## src/hdl/hvf_pkg.sv

```systemverilog
// Shared widths and types for the haptic velocity filter and force block.
// No dependencies; hvf_mac, hvf_core and the top level take their names from here.
`default_nettype none

package hvf_pkg;

    localparam int POS_W   = 32;
    localparam int TAP_W   = 40;
    localparam int COEF_W  = 34;
    localparam int CHUNK_W = 25;
    localparam int PROD_W  = COEF_W + CHUNK_W;
    localparam int ACC_W   = 80;
    localparam int LO_W    = 16;
    localparam int RND_SH  = 30;
    localparam int AXES    = 3;

    localparam logic [ACC_W-1:0] HALF_LSB = ACC_W'(64'd536870912);

    typedef struct packed {
        logic                      load;
        logic                      round;
        logic                      mul_en;
        logic                      hi;
        logic signed [COEF_W-1:0]  coef;
        logic signed [CHUNK_W-1:0] chunk;
    } mac_ctl_t;

    typedef struct packed {
        logic [AXES-1:0][POS_W-1:0] pos;
        logic [AXES-1:0][POS_W-1:0] cmd;
        logic [AXES-1:0][POS_W:0]   diff;
        logic                       locked;
        logic                       enabled;
    } item_t;

    typedef struct packed {
        logic [AXES-1:0][POS_W-1:0] vel;
        logic [AXES-1:0][POS_W-1:0] frc;
    } res_t;

    typedef struct packed {
        logic start;
        logic take;
    } core_ctl_t;

    typedef struct packed {
        logic idle;
        logic done;
    } core_stat_t;

endpackage

`default_nettype wire

```

## src/hdl/hvf_mac.sv

```systemverilog
// Shared multiply-accumulate unit: one registered 34 x 25 product, then an
// 80-bit accumulator with an optional 16-bit shift. Depends on hvf_pkg.
`default_nettype none

module hvf_mac (
    input  wire logic                                clk,
    input  wire logic                                rst_n,
    input  wire hvf_pkg::mac_ctl_t                   ctl,
    output logic signed [hvf_pkg::ACC_W-1:0]         acc
);

    logic signed [hvf_pkg::PROD_W-1:0] prod_reg;
    logic signed [hvf_pkg::PROD_W-1:0] prod_next;
    logic                              prod_hi_reg;
    logic                              prod_vld_reg;
    logic signed [hvf_pkg::ACC_W-1:0]  acc_reg;
    logic signed [hvf_pkg::ACC_W-1:0]  acc_next;
    logic signed [hvf_pkg::PROD_W-1:0] coef_ext;
    logic signed [hvf_pkg::PROD_W-1:0] chunk_ext;
    logic signed [hvf_pkg::ACC_W-1:0]  prod_ext;
    logic signed [hvf_pkg::ACC_W-1:0]  addend;

    always_comb
    begin
        coef_ext  = hvf_pkg::PROD_W'($signed(ctl.coef));
        chunk_ext = hvf_pkg::PROD_W'($signed(ctl.chunk));
        prod_next = coef_ext * chunk_ext;
        prod_ext  = hvf_pkg::ACC_W'(prod_reg);
        addend    = prod_hi_reg ? (prod_ext <<< hvf_pkg::LO_W) : prod_ext;
        priority if (ctl.load)
        begin
            acc_next = ctl.round ? $signed(hvf_pkg::HALF_LSB) : '0;
        end
        else if (prod_vld_reg)
        begin
            acc_next = acc_reg + addend;
        end
        else
        begin
            acc_next = acc_reg;
        end
    end

    always_ff @(posedge clk or negedge rst_n)
    begin
        if (!rst_n)
        begin
            prod_vld_reg <= 1'b0;
        end
        else
        begin
            prod_vld_reg <= ctl.mul_en;
        end
    end

    always_ff @(posedge clk)
    begin
        if (ctl.mul_en)
        begin
            prod_reg    <= prod_next;
            prod_hi_reg <= ctl.hi;
        end
        acc_reg <= acc_next;
    end

    assign acc = acc_reg;

endmodule

`default_nettype wire

```

## src/hdl/hvf_core.sv

```systemverilog
// Sequencer, filter state and operand selection around the shared MAC.
// Depends on hvf_pkg and hvf_mac.
`default_nettype none

module hvf_core (
    input  wire logic                  clk,
    input  wire logic                  rst_n,
    input  wire hvf_pkg::core_ctl_t    ctl,
    input  wire hvf_pkg::item_t        item,
    input  wire logic [1:0]            units,
    output hvf_pkg::core_stat_t        stat,
    output hvf_pkg::res_t              res
);

    localparam int TAP_W  = hvf_pkg::TAP_W;
    localparam int POS_W  = hvf_pkg::POS_W;
    localparam int ACC_W  = hvf_pkg::ACC_W;
    localparam int COEF_W = hvf_pkg::COEF_W;

    localparam logic [3:0] TERM_POS    = 4'd0;
    localparam logic [3:0] TERM_POS1   = 4'd1;
    localparam logic [3:0] TERM_POS2   = 4'd2;
    localparam logic [3:0] TERM_X0     = 4'd3;
    localparam logic [3:0] TERM_RAW0   = 4'd4;
    localparam logic [3:0] TERM_RAW1   = 4'd5;
    localparam logic [3:0] TERM_RAW2   = 4'd6;
    localparam logic [3:0] TERM_FILT0  = 4'd7;
    localparam logic [3:0] TERM_FILT1  = 4'd8;
    localparam logic [3:0] TERM_FILT2  = 4'd9;
    localparam logic [3:0] TERM_SPRING = 4'd10;
    localparam logic [3:0] TERM_DAMP   = 4'd11;

    localparam logic [1:0] AXIS_LAST = 2'd2;

    localparam logic [1:0] UNITS_MM = 2'd0;
    localparam logic [1:0] UNITS_CM = 2'd1;
    localparam logic [1:0] UNITS_DM = 2'd2;
    localparam logic [1:0] UNITS_M  = 2'd3;

    localparam logic signed [COEF_W-1:0] C_POS    = 34'sd1500;
    localparam logic signed [COEF_W-1:0] C_POS1   = -34'sd2000;
    localparam logic signed [COEF_W-1:0] C_POS2   = 34'sd500;
    localparam logic signed [COEF_W-1:0] C_B0     = 34'sd235794;
    localparam logic signed [COEF_W-1:0] C_B1     = 34'sd707381;
    localparam logic signed [COEF_W-1:0] C_A1     = 34'sd2951501526;
    localparam logic signed [COEF_W-1:0] C_A2     = -34'sd2714634079;
    localparam logic signed [COEF_W-1:0] C_A3     = 34'sd834941642;
    localparam logic signed [COEF_W-1:0] C_UNITY  = 34'sd1073741824;
    localparam logic signed [COEF_W-1:0] C_DAMP_N = -34'sd1073742;

    typedef enum logic [4:0] {
        S_IDLE  = 5'b00001,
        S_ISSUE = 5'b00010,
        S_DRAIN = 5'b00100,
        S_WRITE = 5'b01000,
        S_DONE  = 5'b10000
    } state_t;

    function automatic logic signed [COEF_W-1:0] spring_coef(input logic [1:0] u);
        logic signed [COEF_W-1:0] c;
        unique case (u)
            UNITS_MM: c = 34'sd42949673;
            UNITS_CM: c = 34'sd4294967;
            UNITS_DM: c = 34'sd429497;
            UNITS_M:  c = 34'sd42950;
            default:  c = 34'sd42949673;
        endcase
        return c;
    endfunction

    function automatic logic [TAP_W-1:0] sat_tap(input logic signed [ACC_W-1:0] v);
        logic [ACC_W-TAP_W:0] upper;
        upper = v[ACC_W-1:TAP_W-1];
        if ((upper == '0) || (upper == '1))
            return v[TAP_W-1:0];
        else if (v[ACC_W-1])
            return {1'b1, {(TAP_W-1){1'b0}}};
        else
            return {1'b0, {(TAP_W-1){1'b1}}};
    endfunction

    function automatic logic [POS_W-1:0] sat_word(input logic signed [ACC_W-1:0] v);
        logic [ACC_W-POS_W:0] upper;
        upper = v[ACC_W-1:POS_W-1];
        if ((upper == '0) || (upper == '1))
            return v[POS_W-1:0];
        else if (v[ACC_W-1])
            return {1'b1, {(POS_W-1){1'b0}}};
        else
            return {1'b0, {(POS_W-1){1'b1}}};
    endfunction

    state_t     state_reg, state_next;
    logic [1:0] axis_reg, axis_next;
    logic [3:0] term_reg, term_next;
    logic       chunk_reg, chunk_next;

    logic [TAP_W-1:0] x0_reg;
    logic [TAP_W-1:0] y_reg;
    logic [POS_W-1:0] pos1_reg [hvf_pkg::AXES];
    logic [POS_W-1:0] pos2_reg [hvf_pkg::AXES];
    logic [TAP_W-1:0] raw0_reg [hvf_pkg::AXES];
    logic [TAP_W-1:0] raw1_reg [hvf_pkg::AXES];
    logic [TAP_W-1:0] raw2_reg [hvf_pkg::AXES];
    logic [TAP_W-1:0] filt0_reg [hvf_pkg::AXES];
    logic [TAP_W-1:0] filt1_reg [hvf_pkg::AXES];
    logic [TAP_W-1:0] filt2_reg [hvf_pkg::AXES];
    hvf_pkg::res_t    res_reg;

    hvf_pkg::mac_ctl_t        mac_ctl;
    logic signed [ACC_W-1:0]  acc;
    logic signed [ACC_W-1:0]  acc_rnd;
    logic signed [ACC_W-1:0]  y_ext;
    logic [TAP_W-1:0]         opnd;
    logic signed [COEF_W-1:0] coef;
    logic                     term_last;
    logic                     x0_wr;
    logic                     y_wr;
    logic                     axis_wr;

    hvf_mac u_mac (
        .clk   (clk),
        .rst_n (rst_n),
        .ctl   (mac_ctl),
        .acc   (acc)
    );

    assign acc_rnd = acc >>> hvf_pkg::RND_SH;
    assign y_ext   = ACC_W'($signed(y_reg));

    always_comb
    begin
        unique case (term_reg)
            TERM_POS:
            begin
                coef = C_POS;
                opnd = TAP_W'($signed(item.pos[axis_reg]));
            end
            TERM_POS1:
            begin
                coef = C_POS1;
                opnd = TAP_W'($signed(pos1_reg[axis_reg]));
            end
            TERM_POS2:
            begin
                coef = C_POS2;
                opnd = TAP_W'($signed(pos2_reg[axis_reg]));
            end
            TERM_X0:
            begin
                coef = C_B0;
                opnd = x0_reg;
            end
            TERM_RAW0:
            begin
                coef = C_B1;
                opnd = raw0_reg[axis_reg];
            end
            TERM_RAW1:
            begin
                coef = C_B1;
                opnd = raw1_reg[axis_reg];
            end
            TERM_RAW2:
            begin
                coef = C_B0;
                opnd = raw2_reg[axis_reg];
            end
            TERM_FILT0:
            begin
                coef = C_A1;
                opnd = filt0_reg[axis_reg];
            end
            TERM_FILT1:
            begin
                coef = C_A2;
                opnd = filt1_reg[axis_reg];
            end
            TERM_FILT2:
            begin
                coef = C_A3;
                opnd = filt2_reg[axis_reg];
            end
            TERM_SPRING:
            begin
                coef = item.locked ? spring_coef(units) : C_UNITY;
                opnd = item.locked ? TAP_W'($signed(item.diff[axis_reg]))
                                   : TAP_W'($signed(item.cmd[axis_reg]));
            end
            TERM_DAMP:
            begin
                coef = C_DAMP_N;
                opnd = item.locked ? y_reg : filt0_reg[axis_reg];
            end
            default:
            begin
                coef = '0;
                opnd = '0;
            end
        endcase
    end

    assign term_last = (term_reg == TERM_POS2) || (term_reg == TERM_FILT2) ||
                       (term_reg == TERM_DAMP);

    always_comb
    begin
        state_next     = state_reg;
        axis_next      = axis_reg;
        term_next      = term_reg;
        chunk_next     = chunk_reg;
        x0_wr          = 1'b0;
        y_wr           = 1'b0;
        axis_wr        = 1'b0;
        mac_ctl.load   = 1'b0;
        mac_ctl.round  = 1'b0;
        mac_ctl.mul_en = 1'b0;
        mac_ctl.hi     = chunk_reg;
        mac_ctl.coef   = coef;
        mac_ctl.chunk  = chunk_reg ? {opnd[TAP_W-1], opnd[TAP_W-1:hvf_pkg::LO_W]}
                                   : {(hvf_pkg::CHUNK_W-hvf_pkg::LO_W)'(0),
                                      opnd[hvf_pkg::LO_W-1:0]};
        unique case (state_reg)
            S_IDLE:
            begin
                if (ctl.start)
                begin
                    state_next   = S_ISSUE;
                    axis_next    = '0;
                    term_next    = TERM_POS;
                    chunk_next   = 1'b0;
                    mac_ctl.load = 1'b1;
                end
            end
            S_ISSUE:
            begin
                mac_ctl.mul_en = 1'b1;
                if (chunk_reg)
                begin
                    chunk_next = 1'b0;
                    if (term_last)
                        state_next = S_DRAIN;
                    else
                        term_next = term_reg + 4'd1;
                end
                else
                begin
                    chunk_next = 1'b1;
                end
            end
            S_DRAIN:
            begin
                state_next = S_WRITE;
            end
            S_WRITE:
            begin
                priority if (term_reg == TERM_POS2)
                begin
                    x0_wr         = 1'b1;
                    mac_ctl.load  = 1'b1;
                    mac_ctl.round = 1'b1;
                    term_next     = term_reg + 4'd1;
                    state_next    = S_ISSUE;
                end
                else if (term_reg == TERM_FILT2)
                begin
                    y_wr          = 1'b1;
                    mac_ctl.load  = 1'b1;
                    mac_ctl.round = 1'b1;
                    term_next     = term_reg + 4'd1;
                    state_next    = S_ISSUE;
                end
                else
                begin
                    axis_wr = 1'b1;
                    if (axis_reg == AXIS_LAST)
                    begin
                        state_next = S_DONE;
                    end
                    else
                    begin
                        axis_next    = axis_reg + 2'd1;
                        term_next    = TERM_POS;
                        mac_ctl.load = 1'b1;
                        state_next   = S_ISSUE;
                    end
                end
            end
            S_DONE:
            begin
                if (ctl.take)
                    state_next = S_IDLE;
            end
            default:
            begin
                state_next = S_IDLE;
            end
        endcase
    end

    always_ff @(posedge clk or negedge rst_n)
    begin
        if (!rst_n)
        begin
            state_reg <= S_IDLE;
            axis_reg  <= '0;
            term_reg  <= TERM_POS;
            chunk_reg <= 1'b0;
            for (int a = 0; a < hvf_pkg::AXES; a++)
            begin
                pos1_reg[a]  <= '0;
                pos2_reg[a]  <= '0;
                raw0_reg[a]  <= '0;
                raw1_reg[a]  <= '0;
                raw2_reg[a]  <= '0;
                filt0_reg[a] <= '0;
                filt1_reg[a] <= '0;
                filt2_reg[a] <= '0;
            end
        end
        else
        begin
            state_reg <= state_next;
            axis_reg  <= axis_next;
            term_reg  <= term_next;
            chunk_reg <= chunk_next;
            if (axis_wr)
            begin
                pos2_reg[axis_reg]  <= pos1_reg[axis_reg];
                pos1_reg[axis_reg]  <= item.pos[axis_reg];
                raw2_reg[axis_reg]  <= raw1_reg[axis_reg];
                raw1_reg[axis_reg]  <= raw0_reg[axis_reg];
                raw0_reg[axis_reg]  <= x0_reg;
                filt2_reg[axis_reg] <= filt1_reg[axis_reg];
                filt1_reg[axis_reg] <= filt0_reg[axis_reg];
                filt0_reg[axis_reg] <= y_reg;
            end
        end
    end

    always_ff @(posedge clk)
    begin
        if (x0_wr)
            x0_reg <= sat_tap(acc);
        if (y_wr)
            y_reg <= sat_tap(acc_rnd);
        if (axis_wr)
        begin
            res_reg.vel[axis_reg] <= sat_word(y_ext);
            res_reg.frc[axis_reg] <= item.enabled ? sat_word(acc_rnd) : '0;
        end
    end

    assign stat.idle = (state_reg == S_IDLE);
    assign stat.done = (state_reg == S_DONE);
    assign res       = res_reg;

endmodule

`default_nettype wire

```

## config.mk

```make
export PLATFORM = sky130hd
export DESIGN_NAME = hvf_core
export DESIGN_NICKNAME = d
export VERILOG_FILES = /design/src/hdl/hvf_pkg.sv /design/src/hdl/hvf_mac.sv /design/src/hdl/hvf_core.sv
export SDC_FILE = /design/constraint.sdc
export NUM_CORES = 2
export LEC_CHECK = 0
export BUFFER_PORTS_ARGS = -buffer_cell sky130_fd_sc_hd__clkbuf_2
export CORE_AREA = 2 2 396 398
export CTS_BUF_LIST = sky130_fd_sc_hd__clkbuf_16
export CTS_CLUSTER_DIAMETER = 80
export CTS_CLUSTER_SIZE = 20
export DETAILED_ROUTE_END_ITERATION = 16
export DIE_AREA = 0 0 398 400
export PLACE_DENSITY_LB_ADDON = 0.3
export RECOVER_POWER = 100
export SETUP_SLACK_MARGIN = 0.15
export SYNTH_ARGS = -nofsm -noshare
export SYNTH_HDL_FRONTEND = slang
export SYNTH_SLANG_ARGS = --single-unit
```

## constraint.sdc

```tcl
create_clock -name clk -period 27.9 [get_ports clk]
set_input_delay 5.58 -clock clk [delete_from_list [all_inputs] [get_ports clk]]
set_output_delay 5.58 -clock clk [all_outputs]
set_load 0.01 [all_outputs]
```

# After elaboration in Yosys (flattened, before gate mapping)
# Index checks and enable logic that the tools add are counted.
[word_totals]
out_inout_bits = 194
word_cells = 211
latchBits = 0
regBits = 1337
inputBits = 299
n_memories = 0
ramBits = 0
mem_bits_ro = 0
[classes]
muxes = 105
eq_ne = 33
addsub = 3
shifts = 0
order_cmp = 4
n_bitwise = 1
n_reduce_logical = 24
mul = 1
n_div = 0
[ops]
columns = ["op", "n"]
rows = [
  ["120-bit bitwise mux", 6],
  ["40-bit two-way mux", 18],
  ["40-bit binary-select mux with 2-bit select", 6],
  ["32-bit two-way mux", 15],
  ["40-bit case mux with 12 select lines", 1],
  ["96-bit bitwise mux", 4],
  ["34-bit case mux with 10 select lines", 1],
  ["32-bit binary-select mux with 2-bit select", 4],
  ["80-bit two-way mux", 2],
  ["34-bit case mux with 4 select lines", 1],
  ["32-bit demux with 2-bit select", 2],
  ["49-bit equality test (second input constant)", 2],
  ["49-bit zero test", 2],
  ["41-bit equality test (second input constant)", 2],
  ["41-bit zero test", 2],
  ["80-bit by 75-bit adder with 80-bit output", 1],
  ["40-bit demux with 2-bit select", 1],
  ["74-bit two-way mux", 1],
  ["33-bit binary-select mux with 2-bit select", 1],
  ["34-bit by 25-bit multiplier with 59-bit output", 1],
  ["5-bit two-way mux", 7],
  ["34-bit two-way mux", 1],
  ["33-bit two-way mux", 1],
  ["30-bit two-way mux", 1],
  ["38 further kinds", 88],
]

# Depth between registers and ports, before layout
[logic_depth]
depth_word = 8
mapped_depth = 40
mapped_depth_nobuf = 36

# Modules after synthesis
# From an unflattened synthesis, not the netlist that was laid out.
[unflattened]
hier_cells = 9808
area_unflattened_um2 = 94627.0
[by_module_without_submodules]
columns = ["module", "instances", "area_per_inst_um2", "seq_area_each_um2", "cells_each"]
rows = [
  ["hvf_core", 1, 54982.7, 31291.3, 5563],
  ["hvf_mac", 1, 39644.3, 4229.1, 4245],
]

# Worst setup path after synthesis
# No wires, ideal clock.
[synth_path]
path_kind = "input port to flip-flop"
from = "input item[1] in the netlist's numbering"
to = "register u_mac.prod_reg[55] in the netlist's numbering, data pin"
setup_time_ns = 0.263
t_arrival_ns = 13.555
required_ns = 27.637
path_stages = 31
slack_ns = 14.082
path_buffers = 5
cell_sequence = "buf_2 buf_2 buf_2 clkbuf_1 mux2i_1 nor2_1 a21oi_1 o21ai_1 nand2_1 buf_2 nor2_1 fa_1 fa_1 inv_1 fa_1 fa_1 inv_1 fa_1 fa_1 inv_1 fa_1 inv_1 ha_1 and4_1 and3_1 a2111oi_0 a2bb2oi_1 a31o_2 a211o_1 a311oi_1 xnor2_1"
[synth_between]
elab_chain_cells = 4
word_cells_on_any_way = 7
classes_between = "1 x mul; 6 x mux"
[synth_rtl]
columns = ["item", "line", "rtl"]
rows = [
  ["start, declared", "hvf_core.sv:9", "input wire hvf_pkg::item_t item,"],
  ["40-bit two-way mux (on tied branches)", "hvf_core.sv:193, hvf_core.sv:187", ""],
  ["40-bit case mux with 12 select lines", "hvf_core.sv:133", "unique case (term_reg)"],
  ["25-bit two-way mux", "hvf_core.sv:220", "mac_ctl.chunk = chunk_reg ? {opnd[TAP_W-1], opnd[TAP_W-1:hvf_pkg::LO_W]}"],
  ["34-bit by 25-bit multiplier with 59-bit output (*)", "hvf_mac.sv:27", "prod_next = coef_ext * chunk_ext;"],
  ["net u_mac.prod_next, one bit", "hvf_mac.sv:13", "logic signed [hvf_pkg::PROD_W-1:0] prod_next;"],
  ["end signal, assigned", "hvf_mac.sv:60", "prod_reg <= prod_next;"],
  ["end, declared", "hvf_mac.sv:12", "logic signed [hvf_pkg::PROD_W-1:0] prod_reg;"],
]
# The timed path passes the listed nets; every way through them passes the cells marked *.
# A chain may end at the register's enable or synchronous reset.

# Worst setup path after layout
[layout_path]
from = "input item[1] in the netlist's numbering"
to = "register u_mac.prod_reg[58] in the netlist's numbering, data pin"
# The elaborated chain is that of the path after synthesis.

==> flow_summary.json <==
{
  "outcome": "finished, violations left",
  "violations": "capacitance limit, slew limit",
  "yosys_warnings": 0,
  "synth_edf_count": 412,
  "fp.dieH_um": 400,
  "rsz0062_at_grt": "false",
  "r2r_end": "filt1_reg[34]",
  "drtIter0Drc": 8418,
  "synth_ff_type": "dfrtp_1",
  "detailed_place_hpwl_um": 219000,
  "pre_cts_ws_ns": 12.22,
  "tightest_slew_ns": 9.94,
  "start_kind": "primary input",
  "cts_root_buf": "clkbuf_16",
  "dr.pass1.iters": 7,
  "antenna_found_initial": 15,
  "grt_pass1_vias": 74100,
  "fp.dieW_um": 398,
  "netlist_area_um2": 92400,
  "slowest_delay_ns": 3.18,
  "worstSetupPathType": "primary input to flip-flop",
  "finalHoldViolCount": 0,
  "numCtsBuffers": 78,
  "avgSynthCellArea_um2": 9.37,
  "layout-drive-gt1-share_pct": 6.38,
  "post-route-period-util_pct": 71.5,
  "max-cap-violations": 47,
  "yosysSeqAreaShare_pct": 38.4,
  "largest_register_ffs": 192,
  "synth_top_area_share_pct": 25.0,
  "start_util_pct": 59.6,
  "core_area_um2": 155000,
  "wl_per_cell_um": 25.2,
  "fillers": 12900,
  "yosysTopAreaCell": "dfrtp_1",
  "cts-hold-fix-buffers": 0,
  "cp_slowest_cell": "clkbuf_1",
  "clock.fmax_mhz": 50.1,
  "final_max_slew_viol_count": 3442,
  "grt_first_pass_wirelength_um": 457000,
  "place.gp.congestion": 0.981,
  "grt_max_degree": 240,
  "hp-start": "raw0_reg[78]",
  "htreeDepth": 3,
  "synth_area_leaders": "dfrtp_1 25%, fa_1 18%, edfxtp_1 13%, nand2_1 8.0%, o21ai_0 4.9%",
  "wl_um": 304000,
  "ctsResizeCount": 0,
  "cp-startpoint": "item[1]",
  "cp.arrival_ns": 20.41,
  "grt.total_usage_pct": 38.3,
  "grt_remaining_overflow": 0,
  "maxSlewHeadroom_pct": -562,
  "areaGrowthSynthToFinish_pct": 6.33,
  "clk_latency_ns": 0.75,
  "clock_path_buffers": 3,
  "fin_setup_tns_ns": 0,
  "cts_post_setup_buffers_inserted": 0,
  "worstSetupEndpointType": "flip-flop",
  "drc": 0,
  "finalNetCount": 11400,
  "viasPerCell": 6.17,
  "vias": 74600,
  "ant_nets": 0,
  "ios": 493,
  "required_ns": 28.36,
  "reg2reg_depth": 8,
  "clk_pin_slew_ns": 0.09,
  "skew_ns": 0.0513,
  "crit_fanout": 65,
  "min_path_type": "flip-flop to flip-flop",
  "ys_types": 90,
  "r2r_start": "term_reg[2]",
  "cts.sinks": 1337,
  "cp-endpoint": "u_mac.prod_reg[58]",
  "cpMostUsedCell": "fa_1",
  "cts_tree": "yes",
  "setup_slack_ns": 7.95,
  "ys_ff_latch": 1337,
  "setup_viol": 0,
  "netlist_instances": 9870,
  "synth_nets": 11300,
  "async_flop_share_pct": 69.2,
  "timing.final.crit_period_ns": 19.95,
  "io_buffers": 492,
  "rows": 145,
  "design.die.area_um2": 159000,
  "r2r_slack_ns": 13.72
}
final cells by class:
type	instances	area (um2)	share of cell area [%]
Multi-Input combinational cell	6995	51200	52.0
Sequential cell	1337	35500	36.1
Inverter	924	3470	3.53
Timing Repair Buffer	642	3250	3.30
Tap cell	2058	2570	2.62
Clock buffer	79	1980	2.01
Clock inverter	41	314	0.320
Antenna cell	11	27.5	0.0280
synthesized netlist by cell type (30+ instances only):
| cell type | instances |
|---|---|
| fa_1 | 851 |
| buf_1 | 32 |
| o22ai_1 | 137 |
| xor2_1 | 45 |
| nor3_1 | 45 |
| nand4_1 | 51 |
| nand2_1 | 1960 |
| mux2_2 | 42 |
| buf_2 | 122 |
| and2_1 | 75 |
| ha_1 | 249 |
| o21a_1 | 50 |
| o21bai_1 | 30 |
| a21oi_1 | 534 |
| mux4_2 | 31 |
| o21ai_0 | 901 |
| and3_1 | 32 |
| dfrtp_1 | 924 |
| nor4_1 | 34 |
| edfxtp_1 | 412 |
| nand2b_1 | 44 |
| xnor2_1 | 83 |
| a21o_1 | 103 |
| mux2i_1 | 374 |
| nor2_1 | 957 |
| inv_1 | 920 |
| nand3_1 | 72 |
| clkbuf_1 | 444 |
routing by layer:
metal / part of all wire (%) / wire (um) / up-vias / track usage, %
met3: 10 / 31300 / 971 / 8.60
met4: 7.7 / 23500 / 10 / 25.0
met5: 0.022 / 68 / - / 0.363
met2: 45 / 137000 / 4055 / 58.0
li1: - / - / 32500 / -
met1: 37 / 112000 / 37100 / 49.8
metrics by stage:
step | cell area, um2 | std cells | hold slack (ns) | util, %
floorplan | 92400 | 9870 | 0.423 | -
global placement | 96500 | 12000 | 0.457 | 62.2
detailed placement | 96500 | 12000 | 0.462 | 62.2
CTS | 98800 | 12100 | 0.482 | 63.7
global route | 98300 | 12100 | 0.497 | 63.4
finish | 98300 | 12100 | 0.479 | 63.4
critical path: cells and delay by family:
family,cells,cell delay (ns)
xor gates and xnor gates,1,0.14
AOI/OAI and AO/OA,8,2.62
buffers and inverters,7,5.78
adders and majority gates,8,4.08
muxes,1,0.43
and+or+nand+nor,7,1.63
cell usage in the layout (no fill, tap or decap), drive strengths merged, types with 29 or more instances in the layout:
master,instances
nand2,1960
nor2,957
inv,953
dfrtp,924
o21ai,909
fa,851
clkbuf,616
a21oi,534
edfxtp,412
mux2i,374
ha,249
o22ai,137
a21o,106
buf,105
xnor2,83
and2,79
nand3,72
nand4,51
o21a,50
xor2,45
nor3,45
nand2b,44
mux2,42
nor4,35
and3,34
mux4,31
o21bai,30
nor2b,29
cell families (layout without fill, tap and decap cells):
group	after synthesis	in the layout	synth area share [%]
flops	1337	1337	38.4
simple gates	3348	3348	14.7
fa+ha+maj	1100	1100	21.8
buf+inv	1538	1686	6.48
xor+xnor	128	128	1.21
compound gates	1972	1972	12.1
other cells	0	11	0
mux	447	447	5.32
worst min-delay path by stage:
stage / cells past startpoint / slack, ns / endpoint
3_5_place_dp: 2 / 0.46 / filt0_reg[113]
2_1_floorplan: 0 / 0.42 / u_mac.prod_hi_reg
3_3_place_gp: 2 / 0.46 / raw0_reg[119]
5_1_grt: 2 / 0.50 / raw0_reg[49]
4_1_cts: 2 / 0.48 / filt0_reg[113]
6_report: 2 / 0.48 / raw0_reg[78]
Power is not shown: default switching activity piles up to over one toggle a cycle in this logic, so the estimate is an artifact.
